## src/rtl/cfr_pkg.sv

```systemverilog
// Constants and types shared by the frame receiver and its checker.
package cfr_pkg;

  localparam int BYTE_W = 8;
  localparam int POS_W  = 6;
  localparam int LEN_W  = 7;

  localparam logic [BYTE_W-1:0] CMD_MASK       = 8'h90;
  localparam logic [BYTE_W-1:0] TERMINATOR     = 8'h0A;
  localparam logic [BYTE_W-1:0] START_MARK_RST = 8'h0A;
  localparam logic [BYTE_W-1:0] END_MARK_RST   = 8'h0B;

  typedef enum logic [0:0] {
    REG_START_MARKER = 1'b0,
    REG_END_MARKER   = 1'b1
  } cfg_reg_t;

endpackage

```

## src/rtl/command_frame_receiver_top.sv

```systemverilog
// Top level of the marker-delimited command frame receiver.
//
// Usage: one received serial byte enters per word on the in_ channel
// (in_valid, in_ready, in_rx_byte). Every byte produces exactly one result
// word on the out_ channel: out_kept says whether the byte joined the frame
// under way, out_position gives its place in the frame, and on the line-feed
// terminator of a valid frame out_frame_done rises with out_command and
// out_frame_length. Fields that do not apply read as zero.
// The byte is captured in an input register when it is accepted, and the
// decision is then made and registered in the result register stage.
// The receiver takes one byte per cycle unless out_ready stalls it; the only
// loop is the phase and byte count update: a few compares and one increment.
// The cfg_ port writes the start marker (index 0) and end marker (index 1);
// the user must make writes only while the receiver is idle; the block has no guard.
// Reset (synchronous, active low) returns the receiver to the hunt with a
// zero byte count, restores the markers to 0x0A and 0x0B and empties both
// register stages. When the receiver stalls out_ready, the result holds and
// one further byte may wait in the input register before in_ready falls.
module command_frame_receiver_top
  import cfr_pkg::*;
#(
  parameter int MAX_LENGTH = 64
) (
  input  logic              clk,
  input  logic              rst_n,
  input  logic              in_valid,
  output logic              in_ready,
  input  logic [BYTE_W-1:0] in_rx_byte,
  output logic              out_valid,
  input  logic              out_ready,
  output logic              out_kept,
  output logic [POS_W-1:0]  out_position,
  output logic              out_frame_done,
  output logic [BYTE_W-1:0] out_command,
  output logic [LEN_W-1:0]  out_frame_length,
  input  logic              cfg_wr_en,
  input  logic [0:0]        cfg_index,
  input  logic [BYTE_W-1:0] cfg_wdata
);

  // The count must be able to hold MAX_LENGTH itself for the limit compare.
  localparam int CNT_W = $clog2(MAX_LENGTH + 1);
  localparam int EXT_W = CNT_W + LEN_W;
  localparam logic [CNT_W-1:0] LIMIT = CNT_W'(MAX_LENGTH);

  typedef enum logic [1:0] {
    PH_HUNT,
    PH_CMD,
    PH_DATA,
    PH_END
  } phase_t;

  // Configuration registers.
  logic [BYTE_W-1:0] start_mark_r;
  logic [BYTE_W-1:0] end_mark_r;

  always_ff @(posedge clk) begin
    if (!rst_n) begin
      start_mark_r <= START_MARK_RST;
      end_mark_r   <= END_MARK_RST;
    end else if (cfg_wr_en) begin
      case (cfg_reg_t'(cfg_index))
        REG_START_MARKER: start_mark_r <= cfg_wdata;
        REG_END_MARKER:   end_mark_r   <= cfg_wdata;
        default: ;
      endcase
    end
  end

  // Input register stage.
  logic              s1_valid_r;
  logic [BYTE_W-1:0] s1_byte_r;
  logic              out_adv;
  logic              s1_fire;

  assign out_adv  = !out_valid || out_ready;
  assign s1_fire  = s1_valid_r && out_adv;
  assign in_ready = !s1_valid_r || out_adv;

  always_ff @(posedge clk) begin
    if (!rst_n) begin
      s1_valid_r <= 1'b0;
    end else if (in_ready) begin
      s1_valid_r <= in_valid;
    end
  end

  always_ff @(posedge clk) begin
    if (in_ready && in_valid) begin
      s1_byte_r <= in_rx_byte;
    end
  end

  // Frame state and result registers.
  phase_t            phase_r,  phase_nxt;
  logic [CNT_W-1:0]  count_r,  count_nxt;
  logic [BYTE_W-1:0] cmd_r,    cmd_nxt;
  logic              out_valid_r;
  logic              kept_r,   kept_nxt;
  logic [POS_W-1:0]  pos_r,    pos_nxt;
  logic              done_r,   done_nxt;
  logic [BYTE_W-1:0] ocmd_r,   ocmd_nxt;
  logic [LEN_W-1:0]  len_r,    len_nxt;

  logic [CNT_W-1:0] count_inc;
  logic             at_limit;
  logic [EXT_W-1:0] pos_ext;
  logic [EXT_W-1:0] len_ext;

  assign count_inc = count_r + 1'b1;
  assign at_limit  = (count_inc >= LIMIT);
  assign pos_ext   = EXT_W'(count_r);
  assign len_ext   = EXT_W'(count_inc);

  always_comb begin
    phase_nxt = phase_r;
    count_nxt = count_r;
    cmd_nxt   = cmd_r;
    kept_nxt  = 1'b0;
    done_nxt  = 1'b0;
    ocmd_nxt  = '0;
    len_nxt   = '0;
    case (phase_r)
      PH_HUNT: begin
        if (s1_byte_r == start_mark_r) begin
          kept_nxt  = 1'b1;
          count_nxt = count_inc;
          phase_nxt = PH_CMD;
        end else begin
          count_nxt = '0;
        end
      end
      PH_CMD: begin
        if ((s1_byte_r & CMD_MASK) == CMD_MASK) begin
          kept_nxt  = 1'b1;
          cmd_nxt   = s1_byte_r;
          count_nxt = count_inc;
          phase_nxt = PH_DATA;
        end else begin
          phase_nxt = PH_HUNT;
          count_nxt = '0;
        end
      end
      PH_DATA: begin
        // The length limit wins even over an end marker.
        if (at_limit) begin
          phase_nxt = PH_HUNT;
          count_nxt = '0;
        end else begin
          kept_nxt  = 1'b1;
          count_nxt = count_inc;
          if (s1_byte_r == end_mark_r) begin
            phase_nxt = PH_END;
          end
        end
      end
      PH_END: begin
        // The terminator completes the frame even at the length limit.
        if (s1_byte_r == TERMINATOR) begin
          kept_nxt  = 1'b1;
          done_nxt  = 1'b1;
          ocmd_nxt  = cmd_r;
          len_nxt   = len_ext[LEN_W-1:0];
          phase_nxt = PH_HUNT;
          count_nxt = '0;
        end else if (at_limit) begin
          phase_nxt = PH_HUNT;
          count_nxt = '0;
        end else begin
          kept_nxt  = 1'b1;
          count_nxt = count_inc;
          if (s1_byte_r != end_mark_r) begin
            phase_nxt = PH_DATA;
          end
        end
      end
      default: begin
        phase_nxt = PH_HUNT;
        count_nxt = '0;
      end
    endcase
    pos_nxt = kept_nxt ? pos_ext[POS_W-1:0] : '0;
  end

  always_ff @(posedge clk) begin
    if (!rst_n) begin
      phase_r     <= PH_HUNT;
      count_r     <= '0;
      cmd_r       <= '0;
      out_valid_r <= 1'b0;
    end else begin
      if (out_adv) begin
        out_valid_r <= s1_valid_r;
      end
      if (s1_fire) begin
        phase_r <= phase_nxt;
        count_r <= count_nxt;
        cmd_r   <= cmd_nxt;
        kept_r  <= kept_nxt;
        pos_r   <= pos_nxt;
        done_r  <= done_nxt;
        ocmd_r  <= ocmd_nxt;
        len_r   <= len_nxt;
      end
    end
  end

  assign out_valid        = out_valid_r;
  assign out_kept         = kept_r;
  assign out_position     = pos_r;
  assign out_frame_done   = done_r;
  assign out_command      = ocmd_r;
  assign out_frame_length = len_r;

endmodule

```

## config.mk

```make
export PLATFORM = sky130hd
export DESIGN_NAME = command_frame_receiver_top
export DESIGN_NICKNAME = d
export VERILOG_FILES = /design/src/rtl/cfr_pkg.sv /design/src/rtl/command_frame_receiver_top.sv
export SDC_FILE = /design/constraint.sdc
export NUM_CORES = 1
export LEC_CHECK = 0
export ABC_AREA = 1
export BUFFER_PORTS_ARGS = -buffer_cell sky130_fd_sc_hd__buf_2
export CAP_MARGIN = 10
export CORE_MARGIN = 2
export CORE_UTILIZATION = 40
export CTS_BUF_LIST = sky130_fd_sc_hd__clkbuf_16
export DETAILED_ROUTE_END_ITERATION = 8
export GPL_TIMING_DRIVEN = 0
export HOLD_SLACK_MARGIN = 0.1
export SYNTH_ARGS = -nofsm -noshare
export SYNTH_HDL_FRONTEND = slang
export SYNTH_SLANG_ARGS = --single-unit
```

## constraint.sdc

```tcl
create_clock -name clk -period 5.7 [get_ports clk]
set_input_delay 1.14 -clock clk [delete_from_list [all_inputs] [get_ports clk]]
set_output_delay 1.14 -clock clk [all_outputs]
set_load 0.01 [all_outputs]
```

* Yosys cells after proc, flatten, opt, wreduce, memory -nomap -nowiden
Index checks and enable logic that the tools add are counted.
** Operators by class
- Add/subtract/negate cells :: 1
- Bitwise logic cells :: 1
- Order comparisons :: 1
- Muxes and demuxes :: 19
- Reductions and logical operators :: 13
- Equal/unequal tests :: 11
** Operators with widths (number)
- 2-to-1 mux 7 bit :: 4
- case mux 7 bit (4 select lines) :: 1
- == test 8 bit :: 2
- 2-to-1 mux 2 bit :: 7
- == test 8 x 4 -> 1 bit (second input constant) :: 1
- inequality test 8 bit :: 1
- case mux 2 bit (4 select lines) :: 1
- AND reduction 2 bit :: 4
- adder 7 x 1 -> 7 bit (second input constant) :: 1
- >= comparator 7 bit (second input constant) :: 1
- == test 2 bit (second input constant) :: 3
- 2-to-1 mux 1 bit :: 5
- inequality test 4 bit (second input constant) :: 1
- case mux 1 bit (4 select lines) :: 1
- AND reduction 4 bit :: 1
- inequality test 3 bit (second input constant) :: 1
- AND reduction 3 bit :: 1
- == test 2 x 1 -> 1 bit (second input constant) :: 1
- logical AND 1 bit :: 2
- logical NOT 1 bit :: 2
- logical NOT 2 bit :: 1
- logical OR 1 bit :: 2
- inequality test 2 bit (second input constant) :: 1
- NOT 1 bit :: 1
** Word-level totals
- Bits in registers :: 66
- Output and inout port bits :: 25
- Bits of input ports :: 22
- Logic and storage cells :: 59

* Logic depth before layout (Yosys ltp)
- Depth in word-level cells :: 5
- Gate-level depth with buffers :: 12
- Gate-level depth less buffers :: 12

* Worst setup path before layout
OpenSTA, ideal clock, no wires.
- Path kind :: input-to-reg
- Start :: in rst_n
- End :: reg ocmd_r[0] (netlist: out_command[0]), enable pin
- Library setup time :: 403 ps
- Data required time :: 5297 ps
- Path slack :: 2681 ps
- Arrival time :: 2616 ps
- Cell stages on the path :: 3
- Cell sequence :: clkbuf_1 clkinv_1 nor2_1
** Between the ends
- Longest elaborated chain between the ends :: 1
** Ends and longest elaborated chain
- from (decl) :: line command_frame_receiver_top.sv:25 : input logic rst_n,
- AND reduction 2 bit (no source line)
- to (signal assigned) :: line command_frame_receiver_top.sv:202 : ocmd_r <= ocmd_nxt;
- to (decl) :: line command_frame_receiver_top.sv:102 : logic [BYTE_W-1:0] ocmd_r, ocmd_nxt;
No other way between the ends.
A chain may end at the register's enable or synchronous reset.

* Worst setup path after layout
- Start :: in out_ready
- End :: out in_ready
** Between the ends
- Longest elaborated chain between the ends :: 2
** Ends and longest elaborated chain
- from (decl) :: line command_frame_receiver_top.sv:30 : input logic out_ready,
- logical OR 1 bit :: line command_frame_receiver_top.sv:76 : assign out_adv = !out_valid || out_ready;
- logical OR 1 bit :: line command_frame_receiver_top.sv:78 : assign in_ready = !s1_valid_r || out_adv;
- to (decl) :: line command_frame_receiver_top.sv:27 : output logic in_ready,
No other way between the ends.

==> run summary <==
setup bufs post-CTS - 0
Seq cells post-synth - 66
area leader, netlist - edfxtp_1
die area - 0.00798 mm^2
crit end category - primary output
post-route ant nets - 0
largest net degree at the start of global routing - 16
Worst Path Buf+Inv - 3
CORE AREA - 0.00714 mm^2
Vias - 2166
final estimated routing congestion in global placement - 0.844
post-layout min period - 2.70 ns
post-synth cell types - 26
Slew headroom - 65.3%
Root Buffer Master - clkbuf_16
CP Launch Type - input pin
Synth Area in Adders - 0.429%
Cell Int Power - 919 uW
number of cell rows - 31
CP max-delay cell - buf_2
Sw Ratio - 21.4%
# hold bufs at CTS - 0
CP Class - input pin to primary output
synth cell count leaders - nand2_1 (63), nor2_1 (50), inv_1 (41)
H-tree lvl count - 3
largest family of logic cells by synthesized area - simple AND/OR/NAND/NOR gates
wire length per cell - 11.2 um
count leader, synth - nand2_1
R2R setup slack - 3.88 ns
crit path DAT - 1.56 ns
number of synthesized flops with an enable pin - 31
Synth Instances - 332
Leak - 0.00144 uW
sequential power share - 44.7%
worst slew pin tran - 0.518 ns
XOR/XNOR share of the synthesized area - 3.91%
Final Cell Area - 0.00360 mm^2
worst path required time - 4.56 ns
Tcrit/Tclk final - 47.3%
Syn-to-layout area delta - 23.5%
Die Y - 89.4 um
Critical Path End - in_ready
Worst setup startpoint - out_ready
Peak Freq - 371 MHz
IO Count - 47
total clock sinks - 66
post-synth top area share - 31.9%
Synth async-reset ratio - 0%
grt ovf - 0
area post-placement - 0.00328 mm^2
post-synthesis mux area share - 0%
hold slack - 0.454 ns
CTS tree - done
TNS Setup - 0 ns
CTS buffer count - 9
status - complete, no violations
synthesized cell area - 0.00291 mm^2
total power - 1170 uW
worst stage delay on the critical path - 0.16 ns
Post-DP HPWL - 4070 um
DRC violations left - 0
RSZ-0062 raised after global routing - false
post-synthesis compound-gate area fraction - 8.97%
simple-gate share of the synthesized area - 23.3%
ant diodes - 0
Worst Reg-to-Reg Cells - 10
Tot GR Track Use - 15.8%
main area contributors after synthesis - edfxtp_1 (32%), dfxtp_1 (24%), nand2_1 (8.1%), nor2_1 (6.4%), inv_1 (5.3%)
VDD IR max - 0.189 mV
register area share after synthesis - 56.0%
WL final - 5520 um
Net Count, Synth - 355
vias in the first global route - 2060
cell mode on critical path - buf_2
clock share of power - 49.7%
Final Max Tran Viols - 0
Die Wd - 89.4 um
fraction of layout cells with a size suffix above 1 - 24.9%
pwr/cell area - 325 mW/mm^2
DR iter-0 viols - 109
RR Endpoint - out_position[5]$_SDFFCE_PN0P_
critical path peak fanout - 3
# port buffers - 45
cell family with most CP delay - buffers and inverters
vias per cell - 4.39
Avg Inst Size Synth - 8.78 um^2
Stages on worst setup path - 4
Main synth FF type - dfxtp_1
Clock Latency Late Sink - 0.33 ns
Clock transition at path regs - 0.05 ns
initial antenna violation count - 0
initial core utilization - 40.8%
clk_skew - 0.00514 ns
Psw - 250 uW
class of the worst hold path - flop to flop
# setup viols final - 0
YS warnings - 0
DRT Pass-1 Iters - 4
Clock Path Buffers - 2
final hold violations - 0
r2r startpoint - count_r[0]$_SDFFE_PN0P_
Gates resized, CTS repair - 0
worst path cell trace - buf_2, inv_1, nand3_1, buf_2
Gate power share - 5.6%
max cap viols - 0
first-pass GRT wire length - 9430 um
post-layout net count - 412
metrics by stage:
step	setup slack, ns	util, %	cells
after floorplan	2.68	-	332
after global placement	2.01	45.7	476
after detailed placement	2.83	46.0	477
after CTS	2.99	50.4	493
after global routing	2.96	50.4	493
final	3.00	50.4	493
layout make-up:
class | instances | area [um^2]
Clock buffer | 9 | 225
Inverter | 51 | 191
Fill cell | 687 | 3540
Buffer | 6 | 25.0
Multi-Input combinational cell | 209 | 1070
Tap cell | 99 | 124
Clock inverter | 7 | 92.6
Timing Repair Buffer | 46 | 240
Sequential cell | 66 | 1630
per-layer routing:
layer,GRT usage [%],up-vias,share of wire [%]
met3,4.62,2,5.1
met2,23.5,54,45
met4,7.06,0,0.62
li1,-,1169,-
met5,0,-,0
met1,21.3,941,49
sequential cells by signal, summed over array words and instances (netlist names), 2 cells and up:
register          cells
cmd_r                 8
s1_byte_r             8
start_mark_r          8
out_frame_length      7
out_command           8
phase_r               2
end_mark_r            8
out_position          6
count_r               7
power by group through the flow:
stage	registers [uW]	clock network, uW	logic, uW
3_3_place_gp	532	0	63.9
3_5_place_dp	532	0	65.6
5_1_grt	524	616	75.0
4_1_cts	522	596	66.0
2_1_floorplan	533	0	39.4
6_report	522	581	65.6
cell families after synthesis:
logic type      Yosys count
fa+ha+maj                 1
xor+xnor                 13
flops                    66
simple gates            147
compound gates           48
buf+inv                  57
cells in the final DEF (no fill, tap or decap), drive strengths merged:
| cell type | Yosys | routed |
|---|---|---|
| nand3 | 8 | 8 |
| a21oi | 24 | 24 |
| inv | 49 | 50 |
| xnor2 | 6 | 6 |
| o211ai | 4 | 4 |
| xor2 | 7 | 7 |
| nand4 | 3 | 3 |
| nand2 | 70 | 70 |
| clkbuf | 4 | 13 |
| ha | 1 | 1 |
| bufinv | 0 | 2 |
| nor2 | 61 | 61 |
| clkinvlp | 0 | 2 |
| dfxtp | 35 | 35 |
| nand3b | 3 | 3 |
| clkinv | 2 | 4 |
| nor3 | 2 | 2 |
| buf | 2 | 48 |
| o21ai | 20 | 20 |
| edfxtp | 31 | 31 |
worst min path at each step:
stage,depth (start not counted),to,startpoint,slack [ns]
after floorplan,2,cmd_r[6]$_SDFFE_PN0P_,cmd_r[6]$_SDFFE_PN0P_,0.43
final,2,cmd_r[6]$_SDFFE_PN0P_,cmd_r[6]$_SDFFE_PN0P_,0.45
after global routing,2,end_mark_r[7]$_SDFFE_PN0P_,end_mark_r[7]$_SDFFE_PN0P_,0.49
after detailed placement,2,cmd_r[6]$_SDFFE_PN0P_,cmd_r[6]$_SDFFE_PN0P_,0.45
after global placement,2,cmd_r[6]$_SDFFE_PN0P_,cmd_r[6]$_SDFFE_PN0P_,0.45
after CTS,2,cmd_r[6]$_SDFFE_PN0P_,cmd_r[6]$_SDFFE_PN0P_,0.46
worst register-to-register path: cells and delay by family (launching register included):
family	cells	cell delay [ns]
AND/OR/NAND/NOR	8	0.92
buffers and inverters	1	0.05
flip-flops	1	0.39
adder cells (fa/ha/maj)	1	0.22
(Power assumes the default switching activity.)
